[src/rtl/ese_pkg.sv]
// ----------------------------------------------------------------------------
// ese_pkg: shared types and constants of the encoder speed estimator
// Word formats, configuration register codes, sequencer states and the
// widths of the shared serial divider.
// ----------------------------------------------------------------------------
package ese_pkg;

  localparam int FRACTION_BITS = 16;

  localparam int TS_W    = 32;
  localparam int POS_W   = 32;
  localparam int SPEED_W = 32;
  localparam int ACC_W   = 32;
  localparam int CPT_W   = 9;
  localparam int GAIN_W  = 24;
  localparam int CFG_IDX_W  = 2;
  localparam int CFG_DATA_W = 24;

  // Serial divider sizing: the divisor 2^F + gain*dt stays below 2^57 and
  // every dividend fits in 58 bits for fraction widths up to 24.
  localparam int DEN_W = GAIN_W + TS_W + 1;
  localparam int DIV_W = DEN_W + 1;
  localparam int CNT_W = $clog2(DIV_W + 1);

  localparam int STEP_W = CPT_W;
  localparam int GS_W   = GAIN_W + STEP_W;
  localparam int NUM_W  = GS_W + 1;
  localparam int GD_W   = GAIN_W + TS_W;
  localparam int DIFF_W = SPEED_W + 1;

  localparam logic [STEP_W-1:0] FULL_TURN = STEP_W'(360);
  localparam logic [CPT_W-1:0]  RESET_COUNTS_PER_TURN = CPT_W'(20);
  localparam logic [GAIN_W-1:0] RESET_FILTER_GAIN = GAIN_W'(1311);

  localparam logic [CNT_W-1:0] STEP_ITER  = CNT_W'(STEP_W);
  localparam logic [CNT_W-1:0] SPEED_ITER = CNT_W'(NUM_W + FRACTION_BITS);
  localparam logic [CNT_W-1:0] ACC_ITER   = CNT_W'(DIV_W);

  localparam logic [ACC_W-1:0] ACC_POS_MAX = 32'h7FFF_FFFF;
  localparam logic [ACC_W-1:0] ACC_NEG_MAX = 32'h8000_0000;

  typedef enum logic [CFG_IDX_W-1:0] {
    CFG_COUNTS_PER_TURN = 2'd0,
    CFG_FILTER_GAIN     = 2'd1
  } cfg_reg_t;

  typedef struct packed {
    logic [TS_W-1:0] timestamp;
    logic            direction_up;
  } in_word_t;

  typedef struct packed {
    logic signed [POS_W-1:0] position;
    logic [SPEED_W-1:0]      speed;
    logic signed [ACC_W-1:0] acceleration;
  } out_word_t;

  typedef struct packed {
    logic [CPT_W-1:0]  counts_per_turn;
    logic [GAIN_W-1:0] filter_gain;
  } cfg_t;

  typedef struct packed {
    logic             start;
    logic [CNT_W-1:0] count;
  } div_ctl_t;

  typedef struct packed {
    logic busy;
    logic done;
  } div_sts_t;

  typedef enum logic [3:0] {
    S_IDLE,
    S_STEP_LD,
    S_STEP_RUN,
    S_MUL1,
    S_SPD_LD,
    S_SPD_RUN,
    S_MUL2,
    S_ACC_SUM,
    S_ACC_LD,
    S_ACC_RUN,
    S_ACC_FIN,
    S_DONE
  } state_t;

endpackage

[src/rtl/ese_div.sv]
// ----------------------------------------------------------------------------
// ese_div: radix-2 restoring divider
// Shifts one dividend bit into the partial remainder per cycle and one
// quotient bit out, for a requested number of iterations.
// ----------------------------------------------------------------------------
module ese_div (
  input  logic                        clk,
  input  logic                        rst_n,
  input  ese_pkg::div_ctl_t           ctl,
  input  logic [ese_pkg::DIV_W-1:0]   dividend,
  input  logic [ese_pkg::DEN_W-1:0]   divisor,
  output ese_pkg::div_sts_t           sts,
  output logic [ese_pkg::DIV_W-1:0]   quotient
);
  import ese_pkg::*;

  logic [DEN_W-1:0] rem_r, rem_nxt;
  logic [DIV_W-1:0] quo_r, quo_nxt;
  logic [DEN_W-1:0] den_r, den_nxt;
  logic [CNT_W-1:0] cnt_r, cnt_nxt;
  logic             busy_r, busy_nxt;
  logic             done_r, done_nxt;
  logic [DEN_W:0]   trial;
  logic [DEN_W:0]   trial_sub;
  logic             fits;

  assign trial     = {rem_r, quo_r[DIV_W-1]};
  assign trial_sub = trial - {1'b0, den_r};
  assign fits      = (trial >= {1'b0, den_r});

  always_comb begin
    rem_nxt  = rem_r;
    quo_nxt  = quo_r;
    den_nxt  = den_r;
    cnt_nxt  = cnt_r;
    busy_nxt = busy_r;
    done_nxt = 1'b0;
    if (ctl.start) begin
      rem_nxt  = '0;
      quo_nxt  = dividend;
      den_nxt  = divisor;
      cnt_nxt  = ctl.count;
      busy_nxt = 1'b1;
    end else if (busy_r) begin
      rem_nxt = fits ? trial_sub[DEN_W-1:0] : trial[DEN_W-1:0];
      quo_nxt = {quo_r[DIV_W-2:0], fits};
      cnt_nxt = cnt_r - 1'b1;
      if (cnt_r == CNT_W'(1)) begin
        busy_nxt = 1'b0;
        done_nxt = 1'b1;
      end
    end
  end

  always_ff @(posedge clk) begin
    rem_r <= rem_nxt;
    quo_r <= quo_nxt;
    den_r <= den_nxt;
    if (!rst_n) begin
      cnt_r  <= '0;
      busy_r <= 1'b0;
      done_r <= 1'b0;
    end else begin
      cnt_r  <= cnt_nxt;
      busy_r <= busy_nxt;
      done_r <= done_nxt;
    end
  end

  assign sts.busy = busy_r;
  assign sts.done = done_r;
  assign quotient = quo_r;

endmodule

[config.mk]
export PLATFORM = sky130hd
export DESIGN_NAME = ese_div
export DESIGN_NICKNAME = d
export VERILOG_FILES = /design/src/rtl/ese_pkg.sv /design/src/rtl/ese_div.sv
export SDC_FILE = /design/constraint.sdc
export NUM_CORES = 1
export LEC_CHECK = 0
export BUFFER_PORTS_ARGS = -buffer_cell sky130_fd_sc_hd__clkbuf_2
export CORE_ASPECT_RATIO = 0.9
export CORE_MARGIN = 1.5
export CORE_UTILIZATION = 52
export CTS_CLUSTER_SIZE = 40
export DETAILED_ROUTE_END_ITERATION = 10
export GPL_TIMING_DRIVEN = 0
export PLACE_DENSITY = 0.78
export RECOVER_POWER = 25
export SLEW_MARGIN = 20
export SYNTH_ARGS = -nofsm -noshare
export SYNTH_HDL_FRONTEND = slang
export SYNTH_SLANG_ARGS = --single-unit
export TNS_END_PERCENT = 5
[constraint.sdc]
create_clock -name clk -period 3.1 [get_ports clk]
set_input_delay 0.31 -clock clk [delete_from_list [all_inputs] [get_ports clk]]
set_output_delay 0.31 -clock clk [all_outputs]
set_load 0.01 [all_outputs]
==> results.cfg, run 1 <==
[synthesis]
yosysTopAreaCell = edfxtp_1
synth.cell_area_um2 = 10900
synth_top_cell_area_share = 0.316
syn_inst = 1123
synth_fp_nets = 1307
synth-compound-area-share = 0.195
synthArstFlopShare = 0
synthMuxAreaShare = 0.0618
synth_xor_xnor_area_share = 0.0345
synth_fa_ha_area_frac = 0.0694
yosysUniqueCellTypes = 73
avgSynthCellArea_um2 = 9.72
yosys-top-cells-area = edfxtp_1 (32%), dfxtp_1 (12%), ha_1 (6.8%)
ys.flop_type = edfxtp_1
synth_warnings = 0
synth-seq-cells = 180
synth_top_family_by_area = compound AO/OA/AOI/OAI gates
yosysMostFrequentCell = nand2_1
synth_edf_count = 115
synthTopCellsByCount = nand2_1 (150), edfxtp_1 (115), nor2_1 (81), a21oi_1 (76), inv_1 (74)
yosys.area_share.simple = 0.152
seq_area_frac_synth = 0.435

[setup_path]
reg2reg_from = quotient[57]$_DFFE_PP_
worstSetupPathType = reg2reg
cp-start-kind = register
cp_max_fo = 5
worst_ep_arrival_time_ns = 3.81
reg2reg_depth = 16
critPathRequiredTime_ns = 3.46
rrSetupSlack_ns = -0.35
worstSetupEndpointType = register
r2r-end = rem_r[51]$_SDFFE_PP0P_

[placed_design]
io_buffers = 183
dp_hpwl_um = 21200
numPlacedInstances = 1592
routabilityCongestion = 0.962

[die]
num_io_pins = 184
rows = 50
die_w_um = 156
die_h_um = 140
die-area_um2 = 21900
core-area_um2 = 20700
start_util = 0.527

[cts]
cts_sinks = 180
tritoncts = built
cts_buffer_depth = 2
cts.hold.buffers_added = 0
cts-buffers-inserted = 17
htree_levels = 4
cts_root_buffer = clkbuf_16
clk_latency_ns = 0.45
clkSlewWorstSetupHoldPaths_ns = 0.08

[global_route]
grt_start_max_net_pins = 59
grt_pass1_vias = 9359
antenna_found_initial = 0
grt_usage = 0.274
grt_overflow = 0
grt_pass1_wl_um = 47200

[flow_run]
maxCapViolations = 0

[pwr]
pwr_density_cell_nw_per_um2 = 538
p_leak_uw = 0.00562
ir_worst_vdd_v = 0.000354

[outcome]
status = complete, but fails checks
violations = setup timing

[layout]
fillers = 1694
fin_cells = 1652
area_delta_synth_final_pct = 23.6
diodes = 0
drive_gt1_frac = 0.304
layout.nets = 1537

[worst_hold_path]
holdCritStartpoint = divisor[5]
holdPathEnd = den_r[5]$_DFFE_PP_
whs_path_depth = 1
hp-class = in2reg

[sta]
final-max-slew-violation-count = 0
grt_setup_unrepaired = true
skew_ns = 0.0125
setup_slack_ns = -0.350
period_needed_ns = 3.45
finalSetupViolCount = 58
finalHoldViolCount = 0
period_share = 1.11
fin_tns_setup_ns = -17.25
max-slew-margin-rel = 0.435
tightestPinTransition_ns = 0.848
fmax_mhz = 290

[route]
wl_um = 30400
dr.pass1.iters = 8
routedWlPerCell_um = 18.4
drt_iter0_drc = 989
vias = 9721
drcViolationCount = 0
antenna_left = 0
routed_via_density = 5.88
[power by group]
group	switching, uW	leakage [uW]	total, uW	internal [uW]
Sequential	133	0.00168	2930	2800
Combinational	1240	0.00366	2130	888
Clock	1060	0.000285	2210	1150
Total	2430	0.00562	7270	4830
[per-stage QoR]
stage          utilization  hold WS [ns]  area (um^2)  worst slack, ns  power (uW)
3_3_place_gp         0.589         0.469        12200            -1.33        4740
2_1_floorplan            -         0.409        10900          0.00208        4240
5_1_grt              0.652        0.0187        13500           -0.451        7560
3_5_place_dp         0.589         0.476        12200           -0.625        4780
6_report             0.652        0.0251        13500           -0.350        7270
4_1_cts              0.641        0.0171        13300           -0.261        7160
[what timing repair did]
item | in CTS | in global routing
setup buffers | 24 | 4
gates cloned | 2 | 1
hold endpoints to repair | 0 | 0
setup endpoints to repair | 116 | 58
pin swaps | 29 | 30
gates resized for setup | 62 | 42
[kinds of logic (layout without fill, tap and decap cells)]
kind of cell	count (synthesis)	in the layout
AO/OA/AOI/OAI	290	290
XOR/XNOR	43	43
AND/OR/NAND/NOR	357	357
flip-flops	180	180
buffers and inverters	133	376
multiplexers	60	60
adder cells (fa/ha/maj)	60	60
[layer usage]
layer | global-route usage | up-vias | wire, um
li1 | - | 4581 | -
met1 | 0.367 | 4658 | 13100
met2 | 0.425 | 405 | 14100
met3 | 0.0622 | 77 | 2220
met4 | 0.121 | 0 | 943
met5 | 0 | - | 0
[layout by cell type (no fill, tap or decap), types with 9 or more instances in the layout]
cell and count:
or3_1 15, nor2b_1 9, inv_1 73, xnor2_1 24, a311oi_2 36, o21ai_0 42, nand3_1 15, o21bai_1 13
o21a_1 9, ha_1 55, buf_4 23, clkbuf_16 18, xor2_1 19, nor2_1 81, a211oi_1 11, mux2_2 59
clkbuf_1 35, a311oi_1 12, nand4_1 25, a21o_1 27, nor3_1 10, o211ai_1 9, a21oi_1 68, dfxtp_1 65
clkbuf_2 182, nand2_1 142, and2_1 10, edfxtp_1 115
[area by class of cell]
type                    count  area (um^2)  share of cell area
clock inverters            15          166              0.0123
inverters                  75          282              0.0209
well taps                 286          358              0.0265
plain buffers              55          367              0.0272
clock buffers              17          425              0.0315
repair buffers            214         1240              0.0919
multi-input cells         810         5910               0.438
flip-flops and latches    180         4750               0.352
[critical path, cell delays in order, from the launching register on]
cell       delay, ns
edfxtp_1        0.45
inv_1           0.07
ha_2            0.20
inv_2           0.05
fa_2            0.21
a21o_1          0.16
nand2_2         0.07
a211o_1         0.31
a211o_4         0.38
a311oi_4        0.34
buf_4           0.18
a2111oi_4       0.08
nor2_4          0.22
buf_6           0.14
buf_8           0.14
nand3_4         0.06
a311oi_2        0.28
[registers in the layout, indices dropped and copies added (netlist names)]
signal	flops
quotient	58
done_r	1
cnt_r	6
busy_r	1
den_r	57
rem_r	57
[worst max-delay path by stage]
| stage | cells after the start | end | start | slack, ns |
|---|---|---|---|---|
| 2_1_floorplan | 15 | rem_r[45]$_SDFFE_PP0P_ | quotient[57]$_DFFE_PP_ | 0.002 |
| 3_5_place_dp | 15 | rem_r[25]$_SDFFE_PP0P_ | quotient[57]$_DFFE_PP_ | -0.62 |
| 4_1_cts | 15 | rem_r[56]$_SDFFE_PP0P_ | quotient[57]$_DFFE_PP_ | -0.26 |
| 5_1_grt | 16 | rem_r[8]$_SDFFE_PP0P_ | quotient[57]$_DFFE_PP_ | -0.45 |
| 6_report | 16 | rem_r[51]$_SDFFE_PP0P_ | quotient[57]$_DFFE_PP_ | -0.35 |
| 3_3_place_gp | 5 | quotient[20]$_DFFE_PP_ | ctl[6] | -1.33 |
No activity file was read; power rests on OpenSTA's default activity.
==> run 2: changes to the inputs <==
Settings changed: CAP_MARGIN set to 20, CELL_PAD_IN_SITES_DETAIL_PLACEMENT set to 1, CELL_PAD_IN_SITES_GLOBAL_PLACEMENT set to 1, CORE_UTILIZATION 52 to 40, PLACE_DENSITY 0.78 to not set, PLACE_DENSITY_LB_ADDON set to 0.1.
==> run 2 against run 1 <==
Design area grew 1.0%. The run still ends with setup timing left. Critical path depth is 4 lower. Core utilization decreased by 14 points. Critical path type unchanged. Largest cell class unchanged. Combinational power about the same.
==> results.cfg, run 2 (same netlist as run 1, synthesis figures left out) <==
[placed_design]
io_buffers = 183
routabilityCongestion = 0.843
dp_hpwl_um = 24700
dp_slack_ns = -0.797
postPlaceCellArea_um2 = 12300

[sta]
setup_slack_ns = -0.331
period_needed_ns = 3.43
fin_tns_setup_ns = -13.75
finalSetupViolCount = 58
fmax_mhz = 291
grt_setup_unrepaired = true
skew_ns = 0.0200
hold_slack_ns = 0.0244
period_share = 1.11
final-max-slew-violation-count = 0
tightestPinTransition_ns = 0.842
max-slew-margin-rel = 0.438
finalHoldViolCount = 0

[cts]
clkSlewWorstSetupHoldPaths_ns = 0.08
htree_levels = 4
cts_buffer_depth = 2
tritoncts = built
cts_root_buffer = clkbuf_16
cts.hold.buffers_added = 0
cts-buffers-inserted = 17
cts_sinks = 180
clk_latency_ns = 0.45

[route]
routedWlPerCell_um = 19.6
dr.pass1.iters = 5
drcViolationCount = 0
wl_um = 33600
drt_iter0_drc = 475
routed_via_density = 5.49
vias = 9403
antenna_left = 0

[layout]
final_common_cell = clkbuf_2
largest_reg_flops = 58
finalInstanceArea_um2 = 13600
area_delta_synth_final_pct = 24.9
drive_gt1_frac = 0.312
diodes = 0
layout.nets = 1530
final_cell_mix = clkbuf_2 (184), nand2_1 (144), edfxtp_1 (115), nor2_1 (80), inv_1 (73)

[die]
num_io_pins = 184
die_w_um = 177
rows = 57
start_util = 0.406
die-area_um2 = 28300
die_h_um = 160
core-area_um2 = 26900

[setup_path]
rrSetupSlack_ns = -0.33
critPathRequiredTime_ns = 3.46
worst_ep_arrival_time_ns = 3.79
reg2reg_depth = 12
worstSetupPathType = reg2reg
r2r-end = rem_r[56]$_SDFFE_PP0P_
crit_start = rem_r[29]$_SDFFE_PP0P_
cp-start-kind = register
worstSetupEndpointType = register
reg2reg_from = rem_r[29]$_SDFFE_PP0P_
cp_max_fo = 9

[flow_run]
maxCapViolations = 0

[pwr]
pwr_density_cell_nw_per_um2 = 546
ir_worst_vdd_v = 0.000390
p_leak_uw = 0.00562

[outcome]
status = complete, but fails checks
violations = setup timing

[worst_hold_path]
whs_path_depth = 1
holdCritStartpoint = divisor[31]
holdPathEnd = den_r[31]$_DFFE_PP_
hp-class = in2reg

[global_route]
grt_pass1_vias = 9783
grt_pass1_wl_um = 53100
grt_start_max_net_pins = 59
antenna_found_initial = 0
grt_usage = 0.241
grt_overflow = 0
[run 2: layout make-up]
class	count	area [um^2]
Buffer	54	373
Clock buffer	17	425
Clock inverter	15	209
Fill cell	3125	13300
Inverter	75	282
Multi-Input combinational cell	810	5970
Sequential cell	180	4760
Tap cell	354	443
Timing Repair Buffer	208	1180
[run 2: worst max-delay path, stage by stage, from the launching register on]
cell and delay (ns):
dfxtp_1 0.36, ha_1 0.29, clkbuf_4 0.20, nand4_4 0.17
nor3_4 0.29, nand4_1 0.18, a211o_4 0.34, a311oi_4 0.36
a2111o_2 0.27, nand2_4 0.10, bufbuf_16 0.29, or2_1 0.24
a311oi_2 0.25
[run 2: worst max-delay path by stage]
| stage | endpoint | slack [ns] | depth (start not counted) |
|---|---|---|---|
| after floorplan | rem_r[45]$_SDFFE_PP0P_ | 0.002 | 15 |
| after global placement | quotient[18]$_DFFE_PP_ | -1.45 | 5 |
| after detailed placement | rem_r[47]$_SDFFE_PP0P_ | -0.80 | 12 |
| after CTS | rem_r[56]$_SDFFE_PP0P_ | -0.30 | 14 |
| after global routing | rem_r[48]$_SDFFE_PP0P_ | -0.45 | 16 |
| final | rem_r[56]$_SDFFE_PP0P_ | -0.33 | 12 |
[run 2: metal layers]
| metal | part of all wire | global-route usage |
|---|---|---|
| met3 | 0.031 | 0.0345 |
| met1 | 0.46 | 0.322 |
| met4 | 0.020 | 0.0670 |
| met2 | 0.49 | 0.406 |
| met5 | 0 | 0 |
[run 2: what timing repair did]
action	in CTS	in global routing
pin swaps	28	30
gates resized for setup	71	47
gates cloned	1	1
endpoints found under the setup margin	58	116
hold endpoints to repair	0	0
setup buffers	16	6
[run 2: through the flow]
| stage | util | cells | power [uW] |
|---|---|---|---|
| 2_1_floorplan | - | 1123 | 4240 |
| 3_3_place_gp | 0.457 | 1660 | 4820 |
| 3_5_place_dp | 0.458 | 1661 | 4860 |
| 4_1_cts | 0.498 | 1708 | 7390 |
| 5_1_grt | 0.507 | 1713 | 7790 |
| 6_report | 0.507 | 1713 | 7440 |
[run 2: where the power goes]
group	leakage (uW)	total [uW]	internal [uW]	switching, uW
Combinational	0.00364	2130	885	1250
Sequential	0.00168	2930	2800	134
Clock	0.000301	2380	1240	1140
Total	0.00562	7440	4920	2520
==> run 3: changes to the inputs <==
Settings changed: CORE_UTILIZATION 40 to 27.
Clock period 3.1 ns to 4.27 ns, I/O delays scaled along.
==> run 3 against run 2 <==
The flow now finishes without violations. Cell count up 9.3%. Fmax down 13%. Core utilization down 18 points. Via count down 1.9%. Die area up 47%. Critical path depth unchanged. Non-clock buffer count down 19. Total power down 32%. Routed wire length up 10%. Setup slack better by 0.65 ns. Design area down 3.9%. Sequential share of layout area up 1.4 points. Critical endpoint is now rem_r[51]$_SDFFE_PP0P_. Largest power group unchanged.
==> results.cfg, run 3 (same netlist as run 1, synthesis figures left out) <==
[die]
die_h_um = 194
die-area_um2 = 41700
rows = 69
num_io_pins = 184
die_w_um = 215
start_util = 0.275
core-area_um2 = 39700

[outcome]
status = complete, no violations

[sta]
fmax_mhz = 253
period_needed_ns = 3.95
max-slew-margin-rel = 0.244
final-max-slew-violation-count = 0
finalHoldViolCount = 0
period_share = 0.926
grt_setup_unrepaired = false
finalSetupViolCount = 0
skew_ns = 0.0189
fin_tns_setup_ns = 0
tightestPinTransition_ns = 1.13
hold_slack_ns = 0.128

[placed_design]
routabilityCongestion = 0.822
postPlaceCellArea_um2 = 12600
io_buffers = 183
dp_hpwl_um = 28500

[setup_path]
worstSetupEndpointType = register
worst_ep_arrival_time_ns = 4.32
path_cells = ha_1 > buf_2 > nand4_2 > nor3_2 > nand4_1 > a211o_1 > a311oi_4 > a2111oi_2 > nor2_4 > clkbuf_4 > nand3_1 > a311oi_1
cp.depth = 12
crit_start = rem_r[29]$_SDFFE_PP0P_
worstSetupPathType = reg2reg
cpMaxStageDelayCell = a311oi_4
path_delay_family = compound AO/OA/AOI/OAI gates
cp_max_fo = 10
reg2reg_depth = 12
cp_num_buf_inv = 2
critPathRequiredTime_ns = 4.63
critPathMaxStageDelay_ns = 0.49
cp-start-kind = register
reg2reg_from = rem_r[29]$_SDFFE_PP0P_

[layout]
drive_gt1_frac = 0.244
postLayoutCoreUtil = 0.330
layout.nets = 1511
largest_reg_flops = 58
area_delta_synth_final_pct = 20.0
finalInstanceArea_um2 = 13100
final_cell_mix = clkbuf_2 (178), nand2_1 (150), edfxtp_1 (115), nor2_1 (81), a21oi_1 (76)
final_common_cell = clkbuf_2

[cts]
tritoncts = built
cts-buffers-inserted = 17
cts.hold.buffers_added = 0
cts_buffer_depth = 2
htree_levels = 4
cts_resized = 0
clk_latency_ns = 0.47
clkSlewWorstSetupHoldPaths_ns = 0.08
cts_sinks = 180
postCtsSetupRepairBufs = 0
cts_root_buffer = clkbuf_16

[worst_hold_path]
hp-class = in2reg
holdCritStartpoint = divisor[52]
whs_path_depth = 1

[route]
dr.pass1.iters = 4
wl_um = 37100
antenna_left = 0
drcViolationCount = 0
drt_iter0_drc = 484
vias = 9225
routedWlPerCell_um = 19.8
routed_via_density = 4.93

[global_route]
grt_start_max_net_pins = 51
grt_usage = 0.180
grt_pass1_wl_um = 57500
antenna_found_initial = 1
grt_pass1_vias = 9848
grt_overflow = 0

[pwr]
design_power_total_uw = 5080
pwr_density_cell_nw_per_um2 = 388
ir_worst_vdd_v = 0.000201
p_leak_uw = 0.00537

[flow_run]
maxCapViolations = 0
==> run 3: cell count changes in the layout (fill, tap and decap cells not counted), sizes merged, moves of 2 or more <==
cell    delta
inv        +2
buf       -19
bufinv     -2
clkbuf     +2
==> run 3: area by class of cell <==
cell class,instances,area (um^2)
repair buffers,185,961
inverters,75,282
plain buffers,58,288
diodes,1,2.50
fillers,4628,26600
well taps,532,666
clock inverters,13,115
flip-flops and latches,180,4750
clock buffers,18,429
multi-input cells,810,5610
==> run 3: metal layers <==
metal  track usage  wire [um]  vias up
met5             0         17        -
met4        0.0546        640        2
met3        0.0355       1370       39
met2         0.292      17100      140
met1         0.241      17900     4516
li1              -          -     4528
==> run 3: through the flow <==
stage	std cells	worst slack [ns]
floorplan	1123	1.12
global placement	1838	-0.800
detailed placement	1840	0.194
CTS	1871	0.160
global route	1871	0.0685
finish	1872	0.315
==> run 3: path summary, 6_finish.rpt <==
kind                            slack [ns]                endpoint
worst min register to register        0.50  rem_r[42]$_SDFFE_PP0P_
worst max register to register        0.32  rem_r[51]$_SDFFE_PP0P_
worst min-delay path                  0.13     den_r[52]$_DFFE_PP_
worst max-delay path                  0.32  rem_r[51]$_SDFFE_PP0P_
==> run 3: power breakdown <==
part	internal (uW)	leakage (uW)	switching, uW
Combinational	537	0.00343	860
Clock	764	0.000269	791
Sequential	2030	0.00168	95.3
Total	3330	0.00537	1750
